===== config.mk =====
export PLATFORM = sky130hd
export DESIGN_NAME = sodium_channel_markov_sweep_top
export DESIGN_NICKNAME = d
export VERILOG_FILES = /design/src/hw/rtl/scms_pkg.sv /design/src/hw/rtl/sodium_channel_markov_sweep_top.sv
export SDC_FILE = /design/constraint.sdc
export NUM_CORES = 1
export LEC_CHECK = 0
export ABC_CLOCK_PERIOD_IN_PS = 15700
export BUFFER_PORTS_ARGS = -buffer_cell sky130_fd_sc_hd__buf_2
export CELL_PAD_IN_SITES_DETAIL_PLACEMENT = 0
export CELL_PAD_IN_SITES_GLOBAL_PLACEMENT = 1
export CORE_ASPECT_RATIO = 2
export CORE_MARGIN = 1.5
export CORE_UTILIZATION = 48
export CTS_BUF_LIST = sky130_fd_sc_hd__clkbuf_16
export DETAILED_ROUTE_END_ITERATION = 6
export GPL_TIMING_DRIVEN = 1
export PLACE_DENSITY = 0.91
export SLEW_MARGIN = 5
export SYNTH_ARGS = -nofsm -noshare
export SYNTH_HDL_FRONTEND = slang
export SYNTH_SLANG_ARGS = --single-unit

===== constraint.sdc =====
create_clock -name clk -period 15.7 [get_ports clk]
set_input_delay 3.925 -clock clk [delete_from_list [all_inputs] [get_ports clk]]
set_output_delay 3.925 -clock clk [all_outputs]
set_load 0.01 [all_outputs]

===== src/hw/rtl/scms_pkg.sv =====
package scms_pkg;

	localparam int CHANNEL_COUNT = 1024;
	localparam int NUM_STATES    = 8;
	localparam int STATE_W       = 3;
	localparam int SLOTS         = 3;
	localparam int RATE_W        = 16;
	localparam int OUT_W         = 11;
	// internal count width: holds CHANNEL_COUNT, never narrower than the result fields
	localparam int CNT_W = ($clog2(CHANNEL_COUNT + 1) > OUT_W) ?
		$clog2(CHANNEL_COUNT + 1) : OUT_W;
	localparam int SCALED_W = RATE_W + 2;
	localparam int THR_W    = RATE_W + 3;

	typedef enum logic [1:0] {
		REG_ALPHA_M = 2'd0,
		REG_BETA_M  = 2'd1,
		REG_ALPHA_H = 2'd2,
		REG_BETA_H  = 2'd3
	} rate_sel_t;

	typedef struct packed {
		logic [STATE_W-1:0] target;
		rate_sel_t          sel;
		logic [1:0]         mult;   // 0: no move in this slot
	} move_t;

	// neighbour moves per state, in threshold order
	localparam move_t MOVE_TABLE [NUM_STATES][SLOTS] = '{
		'{ '{3'd1, REG_ALPHA_M, 2'd3}, '{3'd4, REG_BETA_H,  2'd1}, '{3'd0, REG_ALPHA_M, 2'd0} },
		'{ '{3'd2, REG_ALPHA_M, 2'd2}, '{3'd5, REG_BETA_H,  2'd1}, '{3'd0, REG_BETA_M,  2'd1} },
		'{ '{3'd3, REG_ALPHA_M, 2'd1}, '{3'd6, REG_BETA_H,  2'd1}, '{3'd1, REG_BETA_M,  2'd2} },
		'{ '{3'd2, REG_BETA_M,  2'd3}, '{3'd7, REG_BETA_H,  2'd1}, '{3'd0, REG_ALPHA_M, 2'd0} },
		'{ '{3'd5, REG_ALPHA_M, 2'd3}, '{3'd0, REG_ALPHA_H, 2'd1}, '{3'd0, REG_ALPHA_M, 2'd0} },
		'{ '{3'd6, REG_ALPHA_M, 2'd2}, '{3'd1, REG_ALPHA_H, 2'd1}, '{3'd4, REG_BETA_M,  2'd1} },
		'{ '{3'd7, REG_ALPHA_M, 2'd1}, '{3'd2, REG_ALPHA_H, 2'd1}, '{3'd5, REG_BETA_M,  2'd2} },
		'{ '{3'd6, REG_BETA_M,  2'd3}, '{3'd3, REG_ALPHA_H, 2'd1}, '{3'd0, REG_ALPHA_M, 2'd0} }
	};

	// rate times 0..3 by shift and add
	function automatic logic [SCALED_W-1:0] scale_rate(input logic [RATE_W-1:0] rate,
		input logic [1:0] mult);
		logic [SCALED_W-1:0] twice;
		logic [SCALED_W-1:0] once;
		twice = mult[1] ? {1'b0, rate, 1'b0} : '0;
		once  = mult[0] ? {2'b00, rate} : '0;
		return twice + once;
	endfunction

	// lowest set bit at or above start; {found, index}
	function automatic logic [STATE_W:0] first_from(input logic [NUM_STATES-1:0] mask,
		input logic [STATE_W:0] start);
		logic [STATE_W:0] res;
		res = '0;
		for (int i = NUM_STATES - 1; i >= 0; i--) begin
			if (mask[i] && (STATE_W'(i) >= start[STATE_W-1:0]) && !start[STATE_W]) begin
				res = {1'b1, STATE_W'(i)};
			end
		end
		return res;
	endfunction

endpackage


===== src/hw/rtl/sodium_channel_markov_sweep_top.sv =====
// A draw in the draw register has its result loaded into the count registers (the ports)
// when it advances. Throughput: one draw per cycle unless result_ready stalls; the whole
//   channel update (threshold adds, compare, count move, sweep walk) sits between those registers.
// Reset (arst_n low, asynchronous): all channels in m0h1, rates zero, no sweep running,
//   both stages empty. No clearing pass; a draw can be taken from the first cycle out of reset.
module sodium_channel_markov_sweep_top (
	input  logic                        clk,
	input  logic                        arst_n,
	input  logic                        cfg_we,
	input  logic [1:0]                  cfg_index,
	input  logic [scms_pkg::RATE_W-1:0] cfg_data,
	input  logic                        draw_valid,
	output logic                        draw_ready,
	input  logic [scms_pkg::RATE_W-1:0] random_fraction,
	output logic                        result_valid,
	input  logic                        result_ready,
	output logic [scms_pkg::OUT_W-1:0]  count_m0_h1,
	output logic [scms_pkg::OUT_W-1:0]  count_m1_h1,
	output logic [scms_pkg::OUT_W-1:0]  count_m2_h1,
	output logic [scms_pkg::OUT_W-1:0]  count_m3_h1,
	output logic [scms_pkg::OUT_W-1:0]  count_m0_h0,
	output logic [scms_pkg::OUT_W-1:0]  count_m1_h0,
	output logic [scms_pkg::OUT_W-1:0]  count_m2_h0,
	output logic [scms_pkg::OUT_W-1:0]  count_m3_h0,
	output logic                        sweep_done
);
	import scms_pkg::*;

	// rate registers, Q0.16
	logic [RATE_W-1:0] alpha_m_q, beta_m_q, alpha_h_q, beta_h_q;

	// draw register (stage 1)
	logic              valid_s1;
	logic [RATE_W-1:0] draw_s1;

	// population and sweep walk
	logic [CNT_W-1:0]   counts_q   [NUM_STATES];
	logic [CNT_W-1:0]   snapshot_q [NUM_STATES];
	logic [STATE_W-1:0] walk_state_q;
	logic [CNT_W-1:0]   walk_index_q;
	logic               sweep_active_q;

	// result register: counts are shown straight from counts_q, which only
	// change when a new result is loaded
	logic result_valid_q;
	logic done_q;

	logic advance;

	// update path
	logic [CNT_W-1:0]      snap_eff [NUM_STATES];
	logic [NUM_STATES-1:0] nz_live, nz_snap, nz_eff;
	logic [STATE_W-1:0]    ws;
	logic [CNT_W-1:0]      wi;
	logic [STATE_W:0]      first_hit;
	logic                  act;
	logic [THR_W-1:0]      thr;
	logic                  hit, stop;
	logic [STATE_W-1:0]    tgt;
	move_t                 mv;
	logic [RATE_W-1:0]     rate_pick;
	logic                  move_en;
	logic [CNT_W:0]        wi_inc;
	logic [NUM_STATES-1:0] last_vec;
	logic [STATE_W:0]      next_hit;
	logic [CNT_W-1:0]      counts_d [NUM_STATES];
	logic [CNT_W+2:0]      count_total;

	//------------------------------------------------------------------
	// Handshake: stage 1 moves into the result register when that is free
	// or being emptied in the same cycle.
	//------------------------------------------------------------------
	assign advance      = valid_s1 && (!result_valid_q || result_ready);
	assign draw_ready   = !valid_s1 || advance;
	assign result_valid = result_valid_q;
	assign sweep_done   = done_q;

	assign count_m0_h1 = counts_q[0][OUT_W-1:0];
	assign count_m1_h1 = counts_q[1][OUT_W-1:0];
	assign count_m2_h1 = counts_q[2][OUT_W-1:0];
	assign count_m3_h1 = counts_q[3][OUT_W-1:0];
	assign count_m0_h0 = counts_q[4][OUT_W-1:0];
	assign count_m1_h0 = counts_q[5][OUT_W-1:0];
	assign count_m2_h0 = counts_q[6][OUT_W-1:0];
	assign count_m3_h0 = counts_q[7][OUT_W-1:0];

	//------------------------------------------------------------------
	// Configuration writes
	//------------------------------------------------------------------
	always_ff @(posedge clk or negedge arst_n) begin
		if (!arst_n) begin
			alpha_m_q <= '0;
			beta_m_q  <= '0;
			alpha_h_q <= '0;
			beta_h_q  <= '0;
		end else if (cfg_we) begin
			unique case (rate_sel_t'(cfg_index))
				REG_ALPHA_M: alpha_m_q <= cfg_data;
				REG_BETA_M:  beta_m_q  <= cfg_data;
				REG_ALPHA_H: alpha_h_q <= cfg_data;
				REG_BETA_H:  beta_h_q  <= cfg_data;
				default:     ;
			endcase
		end
	end

	//------------------------------------------------------------------
	// Channel update for the draw in stage 1
	//------------------------------------------------------------------
	always_comb begin
		for (int i = 0; i < NUM_STATES; i++) begin
			nz_live[i] = (counts_q[i] != '0);
			nz_snap[i] = (snapshot_q[i] != '0);
		end

		// a new sweep starts from a snapshot of the live counts
		first_hit = first_from(nz_live, '0);
		if (sweep_active_q) begin
			for (int i = 0; i < NUM_STATES; i++) snap_eff[i] = snapshot_q[i];
			nz_eff = nz_snap;
			ws     = walk_state_q;
			wi     = walk_index_q;
		end else begin
			for (int i = 0; i < NUM_STATES; i++) snap_eff[i] = counts_q[i];
			nz_eff = nz_live;
			ws     = first_hit[STATE_W-1:0];
			wi     = '0;
		end
		act = sweep_active_q || (|nz_live);

		// cumulative thresholds, first capture wins
		thr       = '0;
		hit       = 1'b0;
		stop      = 1'b0;
		tgt       = '0;
		mv        = MOVE_TABLE[0][0];
		rate_pick = '0;
		for (int k = 0; k < SLOTS; k++) begin
			mv = MOVE_TABLE[ws][k];
			unique case (mv.sel)
				REG_ALPHA_M: rate_pick = alpha_m_q;
				REG_BETA_M:  rate_pick = beta_m_q;
				REG_ALPHA_H: rate_pick = alpha_h_q;
				REG_BETA_H:  rate_pick = beta_h_q;
				default:     rate_pick = '0;
			endcase
			if (!hit && !stop) begin
				if (mv.mult == 2'd0) begin
					stop = 1'b1;
				end else begin
					thr = thr + THR_W'(scale_rate(rate_pick, mv.mult));
					if ({{(THR_W-RATE_W){1'b0}}, draw_s1} <= thr) begin
						hit = 1'b1;
						tgt = mv.target;
					end
				end
			end
		end
		move_en = act && hit && nz_live[ws];

		for (int i = 0; i < NUM_STATES; i++) begin
			counts_d[i] = counts_q[i];
			if (move_en && (STATE_W'(i) == ws))  counts_d[i] = counts_d[i] - 1'b1;
			if (move_en && (STATE_W'(i) == tgt)) counts_d[i] = counts_d[i] + 1'b1;
		end

		// walk bookkeeping
		wi_inc = {1'b0, wi} + 1'b1;
		for (int i = 0; i < NUM_STATES; i++) last_vec[i] = (wi_inc >= {1'b0, snap_eff[i]});
		next_hit = first_from(nz_eff, {1'b0, ws} + 1'b1);

		count_total = '0;
		for (int i = 0; i < NUM_STATES; i++) count_total = count_total + (CNT_W+3)'(counts_q[i]);
	end

	//------------------------------------------------------------------
	// Stage 1 and state/result registers
	//------------------------------------------------------------------
	always_ff @(posedge clk or negedge arst_n) begin
		if (!arst_n) begin
			valid_s1       <= 1'b0;
			result_valid_q <= 1'b0;
			done_q         <= 1'b0;
			sweep_active_q <= 1'b0;
			walk_state_q   <= '0;
			walk_index_q   <= '0;
			for (int i = 0; i < NUM_STATES; i++) begin
				counts_q[i]   <= (i == 0) ? CNT_W'(CHANNEL_COUNT) : '0;
				snapshot_q[i] <= '0;
			end
		end else begin
			if (draw_ready) valid_s1 <= draw_valid;

			if (advance) begin
				result_valid_q <= 1'b1;
			end else if (result_ready) begin
				result_valid_q <= 1'b0;
			end

			if (advance) begin
				for (int i = 0; i < NUM_STATES; i++) counts_q[i] <= counts_d[i];
				if (!sweep_active_q) begin
					for (int i = 0; i < NUM_STATES; i++) snapshot_q[i] <= counts_q[i];
				end
				priority if (!act) begin
					// nothing to visit: an empty draw ends at once
					done_q         <= 1'b1;
					sweep_active_q <= 1'b0;
					walk_state_q   <= '0;
					walk_index_q   <= '0;
				end else if (last_vec[ws]) begin
					walk_index_q   <= '0;
					walk_state_q   <= next_hit[STATE_W] ? next_hit[STATE_W-1:0] : '0;
					sweep_active_q <= next_hit[STATE_W];
					done_q         <= !next_hit[STATE_W];
				end else begin
					walk_index_q   <= wi_inc[CNT_W-1:0];
					walk_state_q   <= ws;
					sweep_active_q <= 1'b1;
					done_q         <= 1'b0;
				end
			end
		end
	end

	// draw register is payload only
	always_ff @(posedge clk) begin
		if (draw_ready && draw_valid) draw_s1 <= random_fraction;
	end

	//------------------------------------------------------------------
	// Checks
	//------------------------------------------------------------------
	a_population_kept: assert property (@(posedge clk) disable iff (!arst_n)
		count_total == (CNT_W+3)'(CHANNEL_COUNT))
		else $error("channel population not conserved");

	a_walk_in_range: assert property (@(posedge clk) disable iff (!arst_n)
		sweep_active_q |-> (walk_index_q < snapshot_q[walk_state_q]))
		else $error("walk index beyond snapshot count");

	a_idle_walk_clear: assert property (@(posedge clk) disable iff (!arst_n)
		!sweep_active_q |-> (walk_state_q == '0 && walk_index_q == '0))
		else $error("walk position left over after sweep");

	a_advance_gives_result: assert property (@(posedge clk) disable iff (!arst_n)
		advance |=> result_valid_q)
		else $error("processed draw produced no result");

endmodule

== After elaboration in Yosys (flattened, before gate mapping) ==
Memory sizes are Yosys's and may differ from the RTL's.
Index checks and enable logic that the tools add are counted.

* Register bits after elaboration: 274
* ROM bits: 168
* Bits of input ports: 39
* Logic and storage cells: 263
* Memories: 1

* Add/subtract/negate cells: 23
* Order comparisons: 21
* Eq/ne operators: 26
* Muxes and demuxes: 84
* Bitwise gates (word level): 1
* Reductions and logical operators: 80

{| class="wikitable"
|+ Memories
! memory !! words !! bits a word !! rd ports !! clocked after Yosys merged registers in !! wr ports !! RTL line !! text
|-
| (name not given) || 8 || 21 || 1 || 0 || 0 || sodium_channel_markov_sweep_top.sv:139 || <nowiki>mv = MOVE_TABLE[ws][k];</nowiki>
|}

{| class="wikitable"
|+ Operator list
! operator !! count
|-
| 2-to-1 mux 11 bit || 19
|-
| case mux 16 bit (4 select lines) || 3
|-
| nonzero test 11 bit || 16
|-
| greater-or-equal comparator 12 x 11 -> 1 bit || 8
|-
| adder 11 x 1 -> 11 bit (second input constant) || 8
|-
| 2-to-1 mux 88 bit || 1
|-
| subtractor 11 x 1 -> 11 bit (second input constant) || 8
|-
| 2-to-1 mux 3 bit || 20
|-
| adder 17 x 16 -> 18 bit || 3
|-
| 2-to-1 mux 17 bit || 3
|-
| 2-to-1 mux 16 bit || 3
|-
| 2-to-1 mux 21 bit || 2
|-
| adder 19 x 18 -> 19 bit || 2
|-
| less-or-equal comparator 16 x 19 -> 1 bit || 2
|-
| logical AND 1 bit || 38
|-
| 2-to-1 mux 19 bit || 2
|-
| 2-to-1 mux 4 bit || 8
|-
| == test 3 bit (first input constant) || 8
|-
| 2-to-1 mux 1 bit || 19
|-
| less-or-equal comparator 16 x 18 -> 1 bit || 1
|-
| 2-to-1 mux 18 bit || 1
|-
| == test 2 bit (second input constant) || 8
|-
| logical NOT 2 bit || 7
|-
| adder 11 x 1 -> 12 bit (second input constant) || 1
|-
| other kinds (18) || 44
|}

== Longest topological paths before layout ==
* Depth after elaboration: 35
* Depth in mapped cells: 66

== Worst setup path before layout ==
Ideal clock, no wire load.

* Kind: reg-to-reg
* Start point: register counts_q, in the netlist count_m2_h1[4]
* End point: register counts_q, in the netlist count_m1_h1[7]
* Data arrival time: 14045 ps
* Required time: 15620 ps
* Path slack: 1574 ps
* Cell stages (with the launch flop): 59
* Cells stage by stage: dfrtp_1 -> buf_6 -> or4_4 -> or4_4 -> buf_6 -> or3_4 -> and2_1 -> inv_1 -> clkbuf_1 -> ha_1 -> clkbuf_1 -> clkbuf_1 -> mux2i_1 -> nor2_1 -> ha_1 -> a21o_1 -> a31oi_1 -> nand2_1 -> (+23 left out) -> a21oi_1 -> o21bai_1 -> a21oi_1 -> xor2_1 -> ha_1 -> o21ai_0 -> o21a_1 -> a211o_1 -> a211o_1 -> a2111oi_0 -> o311ai_1 -> a2111oi_2 -> o211ai_1 -> a2111oi_2 -> o211ai_2 -> or4b_1 -> o21a_1 -> nor3_2

* Longest elaborated chain between the ends: 30
* Elaborated cells on any way between the ends: 82
* Classes of those cells: add/sub (6); order compare (3); eq/ne (11); mux (41); bitwise (1); reduce/logical (19); memory (1)

{| class="wikitable"
|+ RTL lines
! what !! RTL line !! text
|-
| start: declaration || sodium_channel_markov_sweep_top.sv:37 || <nowiki>logic [CNT_W-1:0] counts_q [NUM_STATES];</nowiki>
|-
| start signal: indexed assignment || sodium_channel_markov_sweep_top.sv:188 || <nowiki>counts_q[i] <= (i == 0) ? CNT_W'(CHANNEL_COUNT) : '0;</nowiki>
|-
| nonzero test 11 bit * || sodium_channel_markov_sweep_top.sv:112 || <nowiki>nz_live[i] = (counts_q[i] != '0);</nowiki>
|-
| 2-to-1 mux 3 bit (3 in a row) || scms_pkg.sv:56 || <nowiki>if (mask[i] && (STATE_W'(i) >= start[STATE_W-1:0]) && !start[STATE_W]) begin</nowiki>
|-
| 2-to-1 mux 3 bit || sodium_channel_markov_sweep_top.sv:118 || <nowiki>if (sweep_active_q) begin</nowiki>
|-
| inverter 3 -> 4 bit (implied by the code) || sodium_channel_markov_sweep_top.sv:139 ||
|-
| memory (8 x 21 bit) || -- ||
|-
| 2-to-1 mux 21 bit (implied by the code) (2 in a row) || sodium_channel_markov_sweep_top.sv:139 ||
|-
| == test 2 bit, or another cell as far along || sodium_channel_markov_sweep_top.sv:140 || <nowiki>unique case (mv.sel)</nowiki>
|-
| case mux 16 bit (4 select lines) || sodium_channel_markov_sweep_top.sv:140 ||
|-
| (+10 left out) || -- ||
|-
| 2-to-1 mux 1 bit || sodium_channel_markov_sweep_top.sv:152 || <nowiki>if ({{(THR_W-RATE_W){1'b0}}, draw_s1} <= thr) begin</nowiki>
|-
| 2-to-1 mux 1 bit || sodium_channel_markov_sweep_top.sv:148 || <nowiki>if (mv.mult == 2'd0) begin</nowiki>
|-
| 2-to-1 mux 1 bit || sodium_channel_markov_sweep_top.sv:147 || <nowiki>if (!hit && !stop) begin</nowiki>
|-
| logical AND 1 bit (2 in a row) || sodium_channel_markov_sweep_top.sv:159 || <nowiki>move_en = act && hit && nz_live[ws];</nowiki>
|-
| logical AND 1 bit || sodium_channel_markov_sweep_top.sv:163 || <nowiki>if (move_en && (STATE_W'(i) == ws)) counts_d[i] = counts_d[i] - 1'b1;</nowiki>
|-
| 2-to-1 mux 11 bit || sodium_channel_markov_sweep_top.sv:163 ||
|-
| adder 11 x 1 -> 11 bit || sodium_channel_markov_sweep_top.sv:164 || <nowiki>if (move_en && (STATE_W'(i) == tgt)) counts_d[i] = counts_d[i] + 1'b1;</nowiki>
|-
| 2-to-1 mux 11 bit * || sodium_channel_markov_sweep_top.sv:164 ||
|}

Every way passes the cells marked *; elsewhere a longest branch is shown, timed or not. The select of a mux whose other input is x is not followed.
A chain may end at the register's enable or synchronous reset.

== Final worst setup path ==
* Start point: register counts_q, in the netlist count_m0_h0[0]
* End point: register counts_q, in the netlist count_m1_h0[8]

* Longest elaborated chain between the ends: 32
* Elaborated cells on any way between the ends: 84
* Classes of those cells: add/sub (6); order compare (3); eq/ne (11); mux (43); bitwise (1); reduce/logical (19); memory (1)

{| class="wikitable"
|+ RTL lines
! what !! RTL line
|-
| nonzero test 11 bit * || sodium_channel_markov_sweep_top.sv:112
|-
| 2-to-1 mux 3 bit (5 in a row) || scms_pkg.sv:56
|-
| 2-to-1 mux 3 bit || sodium_channel_markov_sweep_top.sv:118
|-
| inverter 3 -> 4 bit (implied by the code) || sodium_channel_markov_sweep_top.sv:139
|-
| memory (8 x 21 bit) || --
|-
| 2-to-1 mux 21 bit (implied by the code) (2 in a row) || sodium_channel_markov_sweep_top.sv:139
|-
| == test 2 bit, or another cell as far along || sodium_channel_markov_sweep_top.sv:140
|-
| case mux 16 bit (4 select lines) || sodium_channel_markov_sweep_top.sv:140
|-
| (+10 left out) || --
|-
| 2-to-1 mux 1 bit || sodium_channel_markov_sweep_top.sv:152
|-
| 2-to-1 mux 1 bit || sodium_channel_markov_sweep_top.sv:148
|-
| 2-to-1 mux 1 bit || sodium_channel_markov_sweep_top.sv:147
|-
| logical AND 1 bit (2 in a row) || sodium_channel_markov_sweep_top.sv:159
|-
| logical AND 1 bit || sodium_channel_markov_sweep_top.sv:163
|-
| 2-to-1 mux 11 bit || sodium_channel_markov_sweep_top.sv:163
|-
| adder 11 x 1 -> 11 bit || sodium_channel_markov_sweep_top.sv:164
|-
| 2-to-1 mux 11 bit * || sodium_channel_markov_sweep_top.sv:164
|}

Marks and branches as above.

==> results.toml <==
[critical_path]
path_max_fanout = 17
crit_required_ps = 16240
cp_slowest_stage_delay_ps = 630
crit_path_end_kind = "flip-flop"
critPathLaunchType = "flip-flop"
crit_top_cell = "ha_1"
crit_type = "flip-flop to flip-flop"
arrival_ps = 15500
crit_slowest_cell = "a211oi_1"

[sta]
fin_crit_ps = 14960
drv_slew = 0
max_freq_mhz = 66.83
tightest_slew_ps = 1243
setup_violations = 0
relSlewSlack_pct = 16.36
finalClockSkew_ps = 45.40
period_share_pct = 95.30
finalHoldViolCount = 0

[yosys]
synth-xor-area-share_pct = 6.554
synthSimpleGateAreaFrac_pct = 20.89
avgSynthCellArea_um2 = 8.623
ys_types = 93
synth-compound-area-share_pct = 17.15
synth_mux_area_share_pct = 9.539
seq_area_frac_synth_pct = 29.67
synth_ff_type = "dfrtp_1"
synthAdderAreaFrac_pct = 12.40
synth_edf_count = 16
syn_inst = 2712
netlist_area_mm2 = 0.02339
synth_nets = 2972
synthArstFlopShare_pct = 94.16
synth_warnings = 0
synth_top_family_by_area = "simple AND/OR/NAND/NOR gates"
ys_ff_latch = 274

[finish]
antennaDiodeCount = 0
finalNonFillerCells = 3424
fin_nets = 3022
syn_to_final_growth_pct = 9.785
final_area_mm2 = 0.02567
final_cell_mix = "nand2_1, dfrtp_1, nor2_1"
final_common_cell = "nand2_1"
drive_gt1_share_pct = 12.81

[route]
via_per_inst = 6.237
drt_iter0_drc = 1347
ant_nets = 0
drc = 0
drt-pass1-iter-count = 6
routedWlPerCell_um = 22.53
vias = 21360
wl_um = 77140

[placement]
placed_area_mm2 = 0.02458
portBuffers = 129
gp_congestion = 0.9745
place_inst = 3368
dp.final_hpwl_um = 59190

[grt]
grt_antenna_before_repair = 0
grt_overflow = 0
grt_pass1_wl_um = 118400
track_usage_pct = 30.19
grt_pass1_vias = 21520
grt_max_degree = 123

[cts]
cts_buffers = 30
clockBufferDepth = 3
clock_sinks = 274
clk_latency_ps = 620
cts_hold_buffers = 0
cts_tree = "done"
cts-root-buf = "clkbuf_16"
clk_pin_slew_ps = 70
h-tree-depth = 1

[floorplan]
ioPinCount = 130
rows = 114
design.core.area_mm2 = 0.04821
dieHeight_um = 315.2
initial_core_util_pct = 48.51
dieArea_mm2 = 0.05013
die_w_um = 159.1

[worst_hold_path]
hold_path_class = "flip-flop to flip-flop"

[pwr]
irDropWorstVdd_mv = 0.2263
power_leakage_nw = 11.62
p_per_area_mw_per_mm2 = 217.0

[outcome]
run_status = "finished clean"

[flow_run]
drv_cap = 0
-- cells in the mapped netlist, types with 6 or more instances --
cell type / count / area share, %
or2_2: 10 / 0.27
xor2_1: 50 / 1.9
buf_1: 11 / 0.18
o22ai_1: 6 / 0.16
clkbuf_1: 129 / 2.1
a21oi_1: 125 / 2.7
edfxtp_1: 16 / 2.1
a22oi_1: 6 / 0.19
a211o_1: 11 / 0.41
a32o_1: 13 / 0.56
a31oi_1: 24 / 0.64
o31ai_1: 12 / 0.39
mux2i_1: 125 / 5.4
a22o_1: 6 / 0.22
o211ai_1: 16 / 0.51
nor3_1: 55 / 1.2
a41oi_1: 7 / 0.26
inv_1: 80 / 1.3
a2111oi_0: 10 / 0.37
nor4_1: 64 / 1.7
nand2_1: 303 / 4.9
ha_1: 203 / 11
nand3_1: 71 / 1.5
nand2b_1: 31 / 0.83
o21bai_1: 10 / 0.32
xnor2_1: 125 / 4.7
nand3b_1: 10 / 0.32
and2_1: 30 / 0.80
mux2_2: 87 / 4.2
nor2b_1: 17 / 0.45
or4_1: 19 / 0.61
and4_1: 10 / 0.37
or3_1: 26 / 0.70
o21a_1: 16 / 0.51
dfrtp_1: 257 / 27
and3_1: 28 / 0.75
a21o_1: 68 / 2.2
a211oi_1: 27 / 0.87
o21ai_0: 190 / 4.1
nor2_1: 228 / 3.7
fa_1: 18 / 1.5
nand4_1: 45 / 1.2
-- routing by layer --
metal	GRT usage, %	wire [um]	part of all wire, %	vias up
met2	58.09	41230	53	697
met4	26.31	7401	9.6	0
met1	27.70	25450	33	10410
met3	3.631	3059	4.0	272
li1	-	-	-	9977
met5	0	0	0	-
-- state kept, by name (all words and copies together) (netlist names), 3 cells and up --
signal and count:
snapshot_q 88, alpha_h_q 16, alpha_m_q 16, beta_h_q 16, beta_m_q 16, draw_s1 16
count_m0_h0 11, count_m0_h1 11, count_m1_h0 11, count_m1_h1 11, count_m2_h0 11, count_m2_h1 11
count_m3_h0 11, count_m3_h1 11, walk_index_q 11, walk_state_q 3
-- cells by family after synthesis --
logic type	after synthesis
fa+ha+maj	221
buf+inv	229
mux	212
compound gates	615
flops	274
xor+xnor	175
simple gates	986
-- worst max-delay path: cells and delay by family, from the launching register on --
family | cells | cell delay (ps)
xor+xnor | 3 | 590
simple gates | 11 | 2700
compound gates | 28 | 7360
buf+inv | 2 | 480
mux | 1 | 330
flops | 1 | 450
fa+ha+maj | 8 | 2960
-- cell type report --
cell class,count,area [um2]
Inverter,81,304.0
Clock inverter,25,289.0
Tap cell,638,798.3
Multi-Input combinational cell,2209,15630
Clock buffer,31,775.7
Sequential cell,274,6942
Fill cell,4646,22540
Timing Repair Buffer,166,933.4
-- path summary, 6_finish.rpt --
check,from,endpoint,slack (ps),depth (start not counted)
setup / recovery,count_m0_h0[0]$_DFFE_PN0P_,count_m1_h0[8]$_DFFE_PN0P_,740,53
hold / removal,beta_h_q[4]$_DFFE_PN0P_,beta_h_q[4]$_DFFE_PN0P_,500,1
setup reg to reg,count_m0_h0[0]$_DFFE_PN0P_,count_m1_h0[8]$_DFFE_PN0P_,740,53
hold reg to reg,beta_h_q[4]$_DFFE_PN0P_,beta_h_q[4]$_DFFE_PN0P_,500,1
max in group asynchronous,arst_n,sweep_active_q$_DFFE_PN0P_,10640,2
min in group asynchronous,arst_n,beta_h_q[10]$_DFFE_PN0P_,3430,1
-- power by group --
| part | switching [W] | leakage, nW | internal (W) |
|---|---|---|---|
| clock | 0.000329 | 0.523 | 0.000444 |
| sequential | 0.000254 | 3.42 | 0.000876 |
| combinational | 0.00222 | 7.68 | 0.00145 |
-- through the flow --
step                      setup slack (ps)  hold slack, ps  total power, W  TNS [ps]  utilization [%]
after detailed placement              1040           492.9        0.004744         0            50.98
after global routing                -45.03           510.8        0.006006    -57.97            53.25
final                                737.4           504.2        0.005572         0            53.25
after floorplan                       1574           466.1        0.003674         0                -
after CTS                            920.9           507.0        0.005541         0            53.19
after global placement                1260           478.9        0.004666         0            50.98
-- timing repair --
action / 4_1_cts / 5_1_grt
endpoints found under the hold margin: 0 / 0
buffers inserted: 0 / 0
resized for setup: 0 / 5
setup endpoints to repair: 0 / 20
Power figures use the tool's default switching activity.
